`config.mk`:
```
export PLATFORM = sky130hd
export DESIGN_NAME = salb_ctrl
export DESIGN_NICKNAME = d
export VERILOG_FILES = /design/src/sv/suffix_array_lcp_builder_assert.svh /design/src/sv/salb_pkg.sv /design/src/sv/salb_ctrl.sv
export SDC_FILE = /design/constraint.sdc
export NUM_CORES = 1
export LEC_CHECK = 0
export BUFFER_PORTS_ARGS = -buffer_cell sky130_fd_sc_hd__buf_4
export CAP_MARGIN = 10
export CORE_UTILIZATION = 46
export DETAILED_ROUTE_END_ITERATION = 7
export GPL_ROUTABILITY_DRIVEN = 1
export GPL_TIMING_DRIVEN = 0
export PLACE_DENSITY = 0.7
export SLEW_MARGIN = 20
export SYNTH_ARGS = -nofsm -noshare
export SYNTH_HDL_FRONTEND = slang
export SYNTH_SLANG_ARGS = --single-unit
```
`constraint.sdc`:
```
create_clock -name aclk -period 2.4 [get_ports aclk]
set_input_delay 0.12 -clock aclk [delete_from_list [all_inputs] [get_ports aclk]]
set_output_delay 0.12 -clock aclk [all_outputs]
set_load 0.01 [all_outputs]
```
`src/sv/suffix_array_lcp_builder_assert.svh`:
```
// Assertion macros for the suffix array and LCP builder.
`ifndef SUFFIX_ARRAY_LCP_BUILDER_ASSERT_SVH
`define SUFFIX_ARRAY_LCP_BUILDER_ASSERT_SVH
`ifndef NO_ASSERTIONS
// Same-cycle implication.
`define SALB_ASSERT_NOW(lbl, clk, rstn, ante, cons) \
    lbl: assert property (@(posedge clk) disable iff (!rstn) (ante) |-> (cons)) \
        else $error("salb assertion failed");
// Next-cycle implication.
`define SALB_ASSERT_NEXT(lbl, clk, rstn, ante, cons) \
    lbl: assert property (@(posedge clk) disable iff (!rstn) (ante) |=> (cons)) \
        else $error("salb assertion failed");
`else
`define SALB_ASSERT_NOW(lbl, clk, rstn, ante, cons)
`define SALB_ASSERT_NEXT(lbl, clk, rstn, ante, cons)
`endif
`endif

```
`src/sv/salb_pkg.sv`:
```
// Shared types and command codes of the suffix array and LCP builder.
package salb_pkg;

    localparam int FUNC_W  = 2;
    localparam int BYTE_W  = 8;
    localparam int RANK_W  = 10;
    localparam int POS_W   = 10;
    localparam int LEN_W   = 11;

    typedef enum logic [FUNC_W-1:0] {
        FUNC_APPEND = 2'd0,
        FUNC_BUILD  = 2'd1,
        FUNC_READ   = 2'd2,
        FUNC_NOP    = 2'd3
    } func_t;

    typedef struct packed {
        logic [FUNC_W-1:0] func;
        logic [BYTE_W-1:0] text_byte;
        logic [RANK_W-1:0] rank_index;
    } in_item_t;

    typedef struct packed {
        logic [POS_W-1:0] suffix_pos;
        logic [LEN_W-1:0] lcp_len;
        logic [LEN_W-1:0] text_count;
        logic             overflow;
        logic             bad_index;
    } out_item_t;

    // Datapath commands issued by the controller
    typedef enum logic [4:0] {
        OP_NONE,
        OP_APPEND,
        OP_READ,
        OP_READ_OUT,
        OP_BUILD_START,
        OP_INIT_STEP,
        OP_PASS_START,
        OP_RUN_START,
        OP_RUN_SETUP,
        OP_RUN_NEXT,
        OP_PASS_NEXT,
        OP_RD_I,
        OP_RD_J,
        OP_LATCH_X_RD_J,
        OP_LATCH_Y,
        OP_C_INC,
        OP_WR_X,
        OP_WR_Y,
        OP_CP_I,
        OP_CP_J,
        OP_LCP_START,
        OP_LCP_ZERO,
        OP_RD_PREV,
        OP_LATCH_X_RD_CUR,
        OP_LCP_WR,
        OP_BUILD_DONE
    } op_t;

    typedef struct packed {
        op_t op;
    } cmd_t;

    typedef struct packed {
        logic out_free;
        logic k_done;
        logic k_zero;
        logic w_done;
        logic lo_done;
        logic i_end;
        logic j_end;
        logic x_end;
        logic y_end;
        logic x_lt;
        logic x_ne;
    } status_t;

endpackage

```
`src/sv/salb_ctrl.sv`:
```
// Controller state machine: sequences append, read and the sort/LCP build.
module salb_ctrl (
    input  logic               aclk,
    input  logic               aresetn,
    input  logic               s_valid,
    output logic               s_ready,
    input  logic [1:0]         s_func,
    input  salb_pkg::status_t  st,
    output salb_pkg::cmd_t     cmd
);
    typedef enum logic [4:0] {
        S_IDLE, S_RD_WAIT, S_INIT, S_PASS_CHK, S_RUN_CHK, S_MRG_CHK, S_FETCH_J,
        S_CMP_START, S_CMP_RD, S_CMP_EV, S_CP_I, S_CP_J, S_LCP_CHK, S_LCP_B,
        S_LCP_C, S_LCP_RD, S_LCP_EV, S_DONE
    } state_t;

    state_t state_reg, state_next;

    assign s_ready = (state_reg == S_IDLE) && st.out_free;

    // Next state and command
    always_comb begin
        state_next = state_reg;
        cmd.op     = salb_pkg::OP_NONE;
        unique case (state_reg)
            S_IDLE: begin
                if (s_valid && s_ready) begin
                    unique case (salb_pkg::func_t'(s_func))
                        salb_pkg::FUNC_APPEND: cmd.op = salb_pkg::OP_APPEND;
                        salb_pkg::FUNC_BUILD: begin
                            cmd.op     = salb_pkg::OP_BUILD_START;
                            state_next = S_INIT;
                        end
                        salb_pkg::FUNC_READ: begin
                            cmd.op     = salb_pkg::OP_READ;
                            state_next = S_RD_WAIT;
                        end
                        salb_pkg::FUNC_NOP: cmd.op = salb_pkg::OP_NONE;
                    endcase
                end
            end
            S_RD_WAIT: begin
                cmd.op     = salb_pkg::OP_READ_OUT;
                state_next = S_IDLE;
            end
            S_INIT: begin
                if (st.k_done) begin
                    cmd.op     = salb_pkg::OP_PASS_START;
                    state_next = S_PASS_CHK;
                end else begin
                    cmd.op = salb_pkg::OP_INIT_STEP;
                end
            end
            S_PASS_CHK: begin
                if (st.w_done) begin
                    cmd.op     = salb_pkg::OP_LCP_START;
                    state_next = S_LCP_CHK;
                end else begin
                    cmd.op     = salb_pkg::OP_RUN_START;
                    state_next = S_RUN_CHK;
                end
            end
            S_RUN_CHK: begin
                if (st.lo_done) begin
                    cmd.op     = salb_pkg::OP_PASS_NEXT;
                    state_next = S_PASS_CHK;
                end else begin
                    cmd.op     = salb_pkg::OP_RUN_SETUP;
                    state_next = S_MRG_CHK;
                end
            end
            S_MRG_CHK: begin
                priority if (st.i_end && st.j_end) begin
                    cmd.op     = salb_pkg::OP_RUN_NEXT;
                    state_next = S_RUN_CHK;
                end else if (st.i_end) begin
                    cmd.op     = salb_pkg::OP_RD_J;
                    state_next = S_CP_J;
                end else if (st.j_end) begin
                    cmd.op     = salb_pkg::OP_RD_I;
                    state_next = S_CP_I;
                end else begin
                    cmd.op     = salb_pkg::OP_RD_I;
                    state_next = S_FETCH_J;
                end
            end
            S_FETCH_J: begin
                cmd.op     = salb_pkg::OP_LATCH_X_RD_J;
                state_next = S_CMP_START;
            end
            S_CMP_START: begin
                cmd.op     = salb_pkg::OP_LATCH_Y;
                state_next = S_CMP_RD;
            end
            S_CMP_RD: state_next = S_CMP_EV;
            S_CMP_EV: begin
                // shorter suffix first, else first differing byte decides
                priority if (st.x_end) begin
                    cmd.op     = salb_pkg::OP_WR_X;
                    state_next = S_MRG_CHK;
                end else if (st.y_end) begin
                    cmd.op     = salb_pkg::OP_WR_Y;
                    state_next = S_MRG_CHK;
                end else if (st.x_ne) begin
                    cmd.op     = st.x_lt ? salb_pkg::OP_WR_X : salb_pkg::OP_WR_Y;
                    state_next = S_MRG_CHK;
                end else begin
                    cmd.op     = salb_pkg::OP_C_INC;
                    state_next = S_CMP_RD;
                end
            end
            S_CP_I: begin
                cmd.op     = salb_pkg::OP_CP_I;
                state_next = S_MRG_CHK;
            end
            S_CP_J: begin
                cmd.op     = salb_pkg::OP_CP_J;
                state_next = S_MRG_CHK;
            end
            S_LCP_CHK: begin
                priority if (st.k_done) begin
                    state_next = S_DONE;
                end else if (st.k_zero) begin
                    cmd.op = salb_pkg::OP_LCP_ZERO;
                end else begin
                    cmd.op     = salb_pkg::OP_RD_PREV;
                    state_next = S_LCP_B;
                end
            end
            S_LCP_B: begin
                cmd.op     = salb_pkg::OP_LATCH_X_RD_CUR;
                state_next = S_LCP_C;
            end
            S_LCP_C: begin
                cmd.op     = salb_pkg::OP_LATCH_Y;
                state_next = S_LCP_RD;
            end
            S_LCP_RD: state_next = S_LCP_EV;
            S_LCP_EV: begin
                if (st.x_end || st.y_end || st.x_ne) begin
                    cmd.op     = salb_pkg::OP_LCP_WR;
                    state_next = S_LCP_CHK;
                end else begin
                    cmd.op     = salb_pkg::OP_C_INC;
                    state_next = S_LCP_RD;
                end
            end
            S_DONE: begin
                cmd.op     = salb_pkg::OP_BUILD_DONE;
                state_next = S_IDLE;
            end
            default: state_next = S_IDLE;
        endcase
    end

    always_ff @(posedge aclk) begin
        if (!aresetn) begin
            state_reg <= S_IDLE;
        end else begin
            state_reg <= state_next;
        end
    end
endmodule

```
==> results by stage, run 1 <==
Layout:
- The flip-flop count of the largest register, all copies and words added is 5.
- The count of nets after finishing is 183.
- The total of fill cells in the finished design is 184.
- The number of standard cells in the final layout excluding fillers is 188.
- 0 antenna diodes ended up in the layout.
- From synthesis to final layout, the design area changed by 23.1%.
- The ratio of cells with drive above 1 in the final layout is 0.215.
- The post-layout utilization of the core is 0.630.

Yosys:
- The library cell with the largest summed area after synthesis is sky130_fd_sc_hd__dfxtp_1.
- In the synthesized netlist the async set-or-reset flop fraction comes to 0.
- The post-synthesis adder-cell area fraction is 0.0403.
- The net count after synthesis is 157.
- The count of state elements after synthesis is 5.
- Yosys printed 0 warnings.
- The main combinational cell family by area after synthesis is simple AND/OR/NAND/NOR gates.
- The fraction of synthesized cell area taken by the top area cell type is 0.107.
- The number of enable flip-flop cells after synthesis is 0.
- By count the netlist is led by 13 x sky130_fd_sc_hd__nand2_1, 12 x sky130_fd_sc_hd__nor2_1, 8 x sky130_fd_sc_hd__inv_1.
- Of the total synthesized cell area, the portion taken by AND, OR, NAND and NOR gates is 0.420.
- The cell area after technology mapping is 932 µm².
- Synthesis handed over a netlist of 138 instances.
- For this run, the register share of the synthesized area comes to 0.107.
- In the post-synthesis netlist, the biggest area contributors are sky130_fd_sc_hd__dfxtp_1 11%, sky130_fd_sc_hd__nand2_1 5.2%, sky130_fd_sc_hd__nor2_1 4.8%.
- sky130_fd_sc_hd__nand2_1 is the most common cell in the netlist.
- The average instance area after synthesis is 6.75 µm².
- The post-synthesis share of cell area spent on xor and xnor gates is 0.0188.
- The dominant synthesized flop cell is sky130_fd_sc_hd__dfxtp_1.
- The post-synthesis mux area share is 0.0228.
- The netlist uses 50 different library cells.
- The area fraction in compound gates after synthesis is 0.302.

Critical path:
- In this run the critical register-to-register path is launched from state_reg[3]$_SDFFE_PN0P_.
- The worst setup path is captured at a primary output.
- The maximum fanout along the worst path is 10.
- At the worst endpoint, the arrival time is 1990 ps.
- The required time at the endpoint of the critical path is 2280 ps.
- The capture instance of the worst register-to-register path is state_reg[0]$_SDFFE_PN0P_.
- The number of cells on the worst reg-to-reg path is 5.
- The worst setup path is launched from a flip-flop.
- The setup path with the least slack is of type reg -> out.
- The worst register-to-register path has a setup slack of 680 ps.

Hold path:
- The count of cells along the worst hold path is 2.
- The worst hold path begins at aresetn.
- For hold timing, the worst endpoint is state_reg[2]$_SDFFE_PN0P_.
- The min-delay analysis places its worst path in the category in -> reg.

Clock network:
- The CTS clock-pin slew for the worst setup and hold paths is 50 ps.
- After clock tree synthesis, the setup repair step added 0 buffers.
- The number of CTS-inserted buffers is 3.
- The cell at the root of the clock tree is sky130_fd_sc_hd__clkbuf_4.
- Buffers inserted to repair hold after CTS numbered 0.
- The clock passes through at most 2 buffers.
- At the later pin of the worst-skew pair, clock insertion delay measures 240 ps.
- The level count of the clock H-tree is 1.
- The number of cells upsized or downsized after cts is 0.
- TritonCTS built the clock tree.
- The clock net in this run drives a total of 5 sinks.

Pwr:
- The power after layout is 0.000363 W.
- The net switching share of the total power is 0.368.
- In this run the power density over the cells is 316 mW/mm².
- Cell internal power was estimated by the tool at 0.000229 W.
- The part of the total power dissipated in sequential elements is 0.241.
- The maximum ir drop on the vdd rail is 0.186 mV.
- The share of total power dissipated in combinational logic is 0.490.
- The total leakage power is 0.471 nW.
- The share of total power dissipated in the clock network is 0.269.
- Summed over all nets, the switching power comes to 0.000133 W.

Route:
- After the first detailed-routing iteration, the DRC count stood at 75.
- The detailed router placed 1,159 vias in this run.
- The final routed wirelength across all metal layers is 2880 µm.
- The number of iterations in the first detailed-routing pass is 5.
- The remaining routing DRC violations is 0.
- The number of vias per cell is 6.16.
- The number of antenna-violating nets in the routed design is 0.
- The post-detailed-route wirelength per cell is 15.3 µm.

Timing:
- The clock skew after layout is 3.07 ps.
- The relative max-transition margin is 0.681.
- The final critical path time including I/O delays and setup is 2110 ps.
- Setup repair after global routing left no endpoint under its margin.
- The tightest hold path in the finished design has a slack of 130 ps.
- Adding up every negative setup slack in the final design gives 0 ps.
- The ratio of final minimum period to clock period is 0.878.
- At the pin with the least slew margin, the transition time is 479 ps.
- The number of endpoints with negative hold slack in the final report is 0.
- The maximum clock rate is 474 MHz.
- Setup violations remaining at the end of the flow were counted as 0.
- The max-slew violation total from the final report is 0.

Job:
- The count of max-cap constraint violations is 0.

Placement:
- The total half-perimeter wirelength after legalization and detailed placement is 2210 µm.
- The count of buffers from port buffering is 21.
- The placer congestion estimate is 0.989.
- Including well taps, the total number of placed cells is 184.

Run status:
- The flow ran to the end, and the final reports show no timing, DRC or antenna violations.

Global routing:
- The via count of the first global-routing pass is 1,022.
- The global-route total usage across every layer is 0.289.
- The wire length of the first global-routing pass is 4650 µm.
- The maximum number of pins on one net before global-route repair is 11.
- The number of antenna violations at the first check in global routing is 0.
- The total congestion overflow after global routing is 0.

Floorplanning:
- During I/O placement, the number of pins put on the boundary was 22.
- Measured along the y axis, the die boundary spans 47.0 µm.
- The width of the die is 47.0 µm.
- The standard cell core area is 0.00182 mm².
- The die footprint is 0.00221 mm².
- The initial utilization of the core area, before any placement, comes to 0.512.
- The count of standard-cell rows is 15.
cell type report:
| type | instances | area [µm²] | area share |
|---|---|---|---|
| repair buffers | 21 | 158 | 0.137 |
| plain buffers | 11 | 52.6 | 0.0458 |
| well taps | 25 | 31.3 | 0.0273 |
| multi-input cells | 114 | 749 | 0.653 |
| clock buffers | 4 | 26.3 | 0.0229 |
| flip-flops and latches | 5 | 100 | 0.0872 |
| inverters | 8 | 30.0 | 0.0262 |
routing by layer:
metal  track usage  up-vias  routed length, µm
li1              -      566                  -
met1         0.408      511               1260
met2         0.464       78               1280
met3        0.0308        4                319
met4        0.0800        0                 24
met5             0        -                  0
cells in the final DEF, fill, tap and decap left out, drive strengths merged, types with 3 or more instances in the layout:
cell type and count:
dfxtp 5, nand3b 3, a211o 3, a21oi 5, nor2 12, ha 3
nand4 4, nand2b 5, nand2 13, clkbuf 11, inv 8, nand3 4
buf 25, nor3 5, o21ai 7, nor2b 4, a31oi 4, or3 4
o22ai 3
logic make-up (layout without fill, tap and decap cells):
group / count (synthesis) / after routing
compound gates: 39 / 39
xor+xnor: 2 / 2
fa+ha+maj: 3 / 3
buf+inv: 19 / 44
flops: 5 / 5
mux: 2 / 2
simple gates: 68 / 68
how the worst max path moves through the flow:
stage / startpoint / slack [ps] / to
after global routing: state_reg[3]$_SDFFE_PN0P_ / 140 / cmd[0]
final: state_reg[3]$_SDFFE_PN0P_ / 290 / cmd[0]
after floorplan: state_reg[0]$_SDFFE_PN0P_ / 790 / cmd[0]
after global placement: state_reg[2]$_SDFFE_PN0P_ / 570 / cmd[1]
after detailed placement: state_reg[2]$_SDFFE_PN0P_ / 590 / cmd[1]
after CTS: state_reg[2]$_SDFFE_PN0P_ / 320 / cmd[1]
worst max-delay path: stages (launching register included):
cell	delay (ps)
sky130_fd_sc_hd__dfxtp_1	340
sky130_fd_sc_hd__clkbuf_1	330
sky130_fd_sc_hd__clkbuf_1	410
sky130_fd_sc_hd__nor2b_1	260
sky130_fd_sc_hd__o2111ai_1	140
sky130_fd_sc_hd__nand4b_1	140
sky130_fd_sc_hd__buf_4	120
power by group through the flow:
| stage | registers, W | clock network [W] | logic (W) |
|---|---|---|---|
| 2_1_floorplan | 0.0000890 | 0 | 0.000109 |
| 3_3_place_gp | 0.0000891 | 0 | 0.000173 |
| 3_5_place_dp | 0.0000891 | 0 | 0.000173 |
| 4_1_cts | 0.0000876 | 0.000102 | 0.000174 |
| 5_1_grt | 0.0000880 | 0.000105 | 0.000193 |
| 6_report | 0.0000876 | 0.0000975 | 0.000178 |
stage by stage:
step                setup WS (ps)  area (µm²)
floorplan                     788         932
global placement              573        1120
detailed placement            589        1120
CTS                           317        1150
global route                  138        1150
finish                        292        1150
Power figures use the tool's default switching activity.
==> inputs of run 2 (changes only) <==
--- a/config.mk
+++ b/config.mk
@@ -8,6 +8,7 @@
 export BUFFER_PORTS_ARGS = -buffer_cell sky130_fd_sc_hd__buf_4
 export CAP_MARGIN = 10
 export CORE_UTILIZATION = 46
+export CTS_BUF_LIST = sky130_fd_sc_hd__clkbuf_4 sky130_fd_sc_hd__clkbuf_8
 export DETAILED_ROUTE_END_ITERATION = 7
 export GPL_ROUTABILITY_DRIVEN = 1
 export GPL_TIMING_DRIVEN = 0
==> constraint.sdc (replaced) <==
create_clock -name aclk -period 2.2 [get_ports aclk]
set_input_delay 0.11 -clock aclk [delete_from_list [all_inputs] [get_ports aclk]]
set_output_delay 0.11 -clock aclk [all_outputs]
set_load 0.01 [all_outputs]
==> results by stage, run 2 (synthesis gave the netlist of run 1 again) <==
Run status:
- Outcome: complete, no violations (unchanged).

Timing:
- The ratio of final minimum period to clock period is 0.955.
- The transition at the pin with the smallest max-transition slack is 478 ps (was 479 ps).
- Setup repair after global routing missed its margin: no (unchanged).
- The clock skew after layout is 3.55 ps (was 3.07 ps).
- The relative max-transition margin is 0.681 (about the same).
- The number of setup violations in the final report is 0 (unchanged).
- The maximum clock rate is 476 MHz.
- The number of endpoints with negative hold slack in the final report is 0 (unchanged).
- The final critical path time including I/O delays and setup is 2100 ps.
- The max-slew violation total from the final report came to 0 (unchanged).
- The worst hold slack across all endpoints came to 127 ps (was 130 ps).
- The total negative slack is 0 ps (unchanged).

Pwr:
- The combinational share of power is 0.475 (was 0.490).
- The maximum ir drop on the vdd rail is 0.221 mV (was 0.186 mV).
- The power after layout is 0.000408 W (was 0.000363 W).
- The power per cell area is 354 mW/mm² (was 316 mW/mm²).
- The portion of total power attributed to the clock network is 0.291 (was 0.269).
- The net switching share of the total power is 0.357 (was 0.368).
- The internal power component is 0.000263 W (was 0.000229 W).
- The total leakage power is 0.477 nW (was 0.471 nW).
- The part of the total power dissipated in sequential elements is 0.234 (was 0.241).
- The switching power is 0.000146 W (was 0.000133 W).

Route:
- The remaining routing DRC violations was 0 (unchanged).
- The number of antenna-violating nets in the routed design is 0 (unchanged).
- The number of iterations in the first detailed-routing pass is 5 (unchanged).
- The post-detailed-route wirelength per cell is 15.6 µm (was 15.3 µm).
- The total number of vias is 1,170 (was 1,159).
- The final routed wirelength across all metal layers is 2930 µm (was 2880 µm).
- The number of vias per cell is 6.22 (was 6.16).
- The number of violations reported at the end of detailed-routing iteration 0 is 76 (was 75).

Layout:
- The ratio of cells with drive above 1 in the final layout is 0.227 (was 0.215).
- The flip-flop count of the largest register, all copies and words added is 5 (unchanged).
- The number of diodes is 0 (unchanged).
- The most common cell after layout, fill and taps aside was sky130_fd_sc_hd__buf_4 (unchanged).
- The post-layout instance area is 0.00115 mm² (about the same).
- The count of nets after finishing is 183 (unchanged).
- The layout overhead on the synthesized area is 23.6% (was 23.1%).
- The register area was 100 µm² (unchanged).
- The total of fill cells in the finished design is 181 (was 184).
- Leading cell types in the layout, fill and taps excluded: 21 x sky130_fd_sc_hd__buf_4, 13 x sky130_fd_sc_hd__nand2_1, 12 x sky130_fd_sc_hd__nor2_1 (unchanged).
- The footprint of the multi-input gates is 749 µm² (unchanged).
- The number of standard cells in the final layout excluding fillers is 188 (unchanged).

Clock network:
- The level count of the clock H-tree is 1 (unchanged).
- The total clock sinks is 5 (unchanged).
- The number of CTS-inserted buffers is 3 (unchanged).
- The cell at the root of the clock tree is sky130_fd_sc_hd__clkbuf_4 (unchanged).
- The insertion delay to the later sink of the worst-skew pair is 240 ps (about the same).
- The maximum clock insertion buffer count is 2 (unchanged).
- The TritonCTS clock tree is built (unchanged).
- The CTS clock-pin slew for the worst setup and hold paths is 50 ps (about the same).
- The setup fix buffers added after clock tree synthesis was 0 (unchanged).

Global routing:
- The global-route total usage across every layer is 0.286 (was 0.289).
- The via count of the first global-routing pass is 1,014 (was 1,022).
- The total congestion overflow after global routing is 0 (unchanged).
- The number of antenna violations at the first check in global routing is 0 (unchanged).
- The wire length of the first global-routing pass is 4640 µm (was 4650 µm).
- The maximum number of pins on one net before global-route repair was 11 (unchanged).

Floorplanning:
- The starting density of the core came to 0.512 (unchanged).
- The width of the die is 47.0 µm (unchanged).
- The die footprint is 0.00221 mm² (unchanged).
- The standard cell core area is 0.00182 mm² (unchanged).
- The count of standard-cell rows was 15 (unchanged).
- The top-level I/O count was 22 (unchanged).
- The die boundary height was 47.0 µm (unchanged).

Critical path:
- The required time at the endpoint of the critical path came to 2090 ps (was 2280 ps).
- The endpoint type of the worst setup path is a primary output (unchanged).
- The master of the slowest instance on the critical path is sky130_fd_sc_hd__clkbuf_1 (unchanged).
- The kind of cell with the highest combined delay on the critical path is buffers and inverters (unchanged).
- Ordered list of cells on the worst path: clkbuf_1, buf_2, nand2_1, and2_1, o21ai_0, nand4_1, buf_4 (was clkbuf_1, clkbuf_1, nor2b_1, o2111ai_1, nand4b_1, buf_4).
- The critical path arrival is 1990 ps (about the same).
- The worst setup path category is reg -> out (unchanged).
- The maximum fanout along the worst path is 10 (unchanged).
- The startpoint class of the critical path is a flip-flop (unchanged).
- The combined buffer and inverter count along the critical path came to 3 (unchanged).
- The worst stage delay on the critical path was 390 ps (was 410 ps).

Job:
- The count of max-cap constraint violations was 0 (unchanged).

Placement:
- The total half-perimeter wirelength after legalization and detailed placement is 2210 µm (unchanged).
- The total instance count after detailed placement is 184 (unchanged).
- The placer congestion estimate is 0.989 (unchanged).
- The area after detailed placement was 0.00112 mm² (unchanged).
- The count of buffers from port buffering was 21 (unchanged).

Hold path:
- The path category of the worst min-delay check is in -> reg (unchanged).
run 2: timing repair:
item,CTS,global route
resized for setup,0,2
hold buffers,0,0
setup endpoints to repair,0,1
run 2: cell type report:
cell class                 count  share of cell area
buffer                        11              0.0467
clock buffer                   4              0.0261
inverter                       8              0.0261
multi-input combinational    114               0.650
sequential                     5              0.0869
tap                           25              0.0271
timing repair buffer          21               0.137
run 2: path summary, 6_finish.rpt:
| path | startpoint | endpoint | slack, ps | depth (start not counted) |
|---|---|---|---|---|
| setup / recovery | state_reg[2]$_SDFFE_PN0P_ | cmd[2] | 100 | 7 |
| hold / removal | aresetn | state_reg[2]$_SDFFE_PN0P_ | 130 | 2 |
| setup reg to reg | state_reg[1]$_SDFFE_PN0P_ | state_reg[1]$_SDFFE_PN0P_ | 510 | 6 |
| hold reg to reg | state_reg[0]$_SDFFE_PN0P_ | state_reg[1]$_SDFFE_PN0P_ | 750 | 4 |
run 2: routing by layer:
metal | wire, µm | share of wire | track usage
met5 | 0 | 0 | 0
met4 | 29 | 0.0099 | 0.0629
met3 | 317 | 0.11 | 0.0308
met2 | 1300 | 0.45 | 0.464
met1 | 1280 | 0.44 | 0.408
run 2: worst register-to-register path: cells and delay by family, from the launching register on:
family / cells / cell delay [ps]
AND/OR/NAND/NOR: 2 / 430
multiplexers: 1 / 260
buffers and inverters: 2 / 350
flip-flops: 1 / 280
AO/OA/AOI/OAI: 1 / 260
run 2: through the flow:
| step | util | setup WS, ps |
|---|---|---|
| after floorplan | - | 598 |
| after CTS | 0.632 | 131 |
| final | 0.633 | 99.9 |
| after global placement | 0.616 | 383 |
| after global routing | 0.633 | 2.98 |
| after detailed placement | 0.616 | 399 |
run 2: power by group through the flow:
| stage | Clock [W] | Combinational [W] | Sequential, W |
|---|---|---|---|
| after floorplan | 0 | 0.000119 | 0.0000971 |
| after global placement | 0 | 0.000189 | 0.0000972 |
| after detailed placement | 0 | 0.000189 | 0.0000972 |
| after CTS | 0.000122 | 0.000190 | 0.0000955 |
| after global routing | 0.000126 | 0.000210 | 0.0000959 |
| final | 0.000119 | 0.000194 | 0.0000956 |
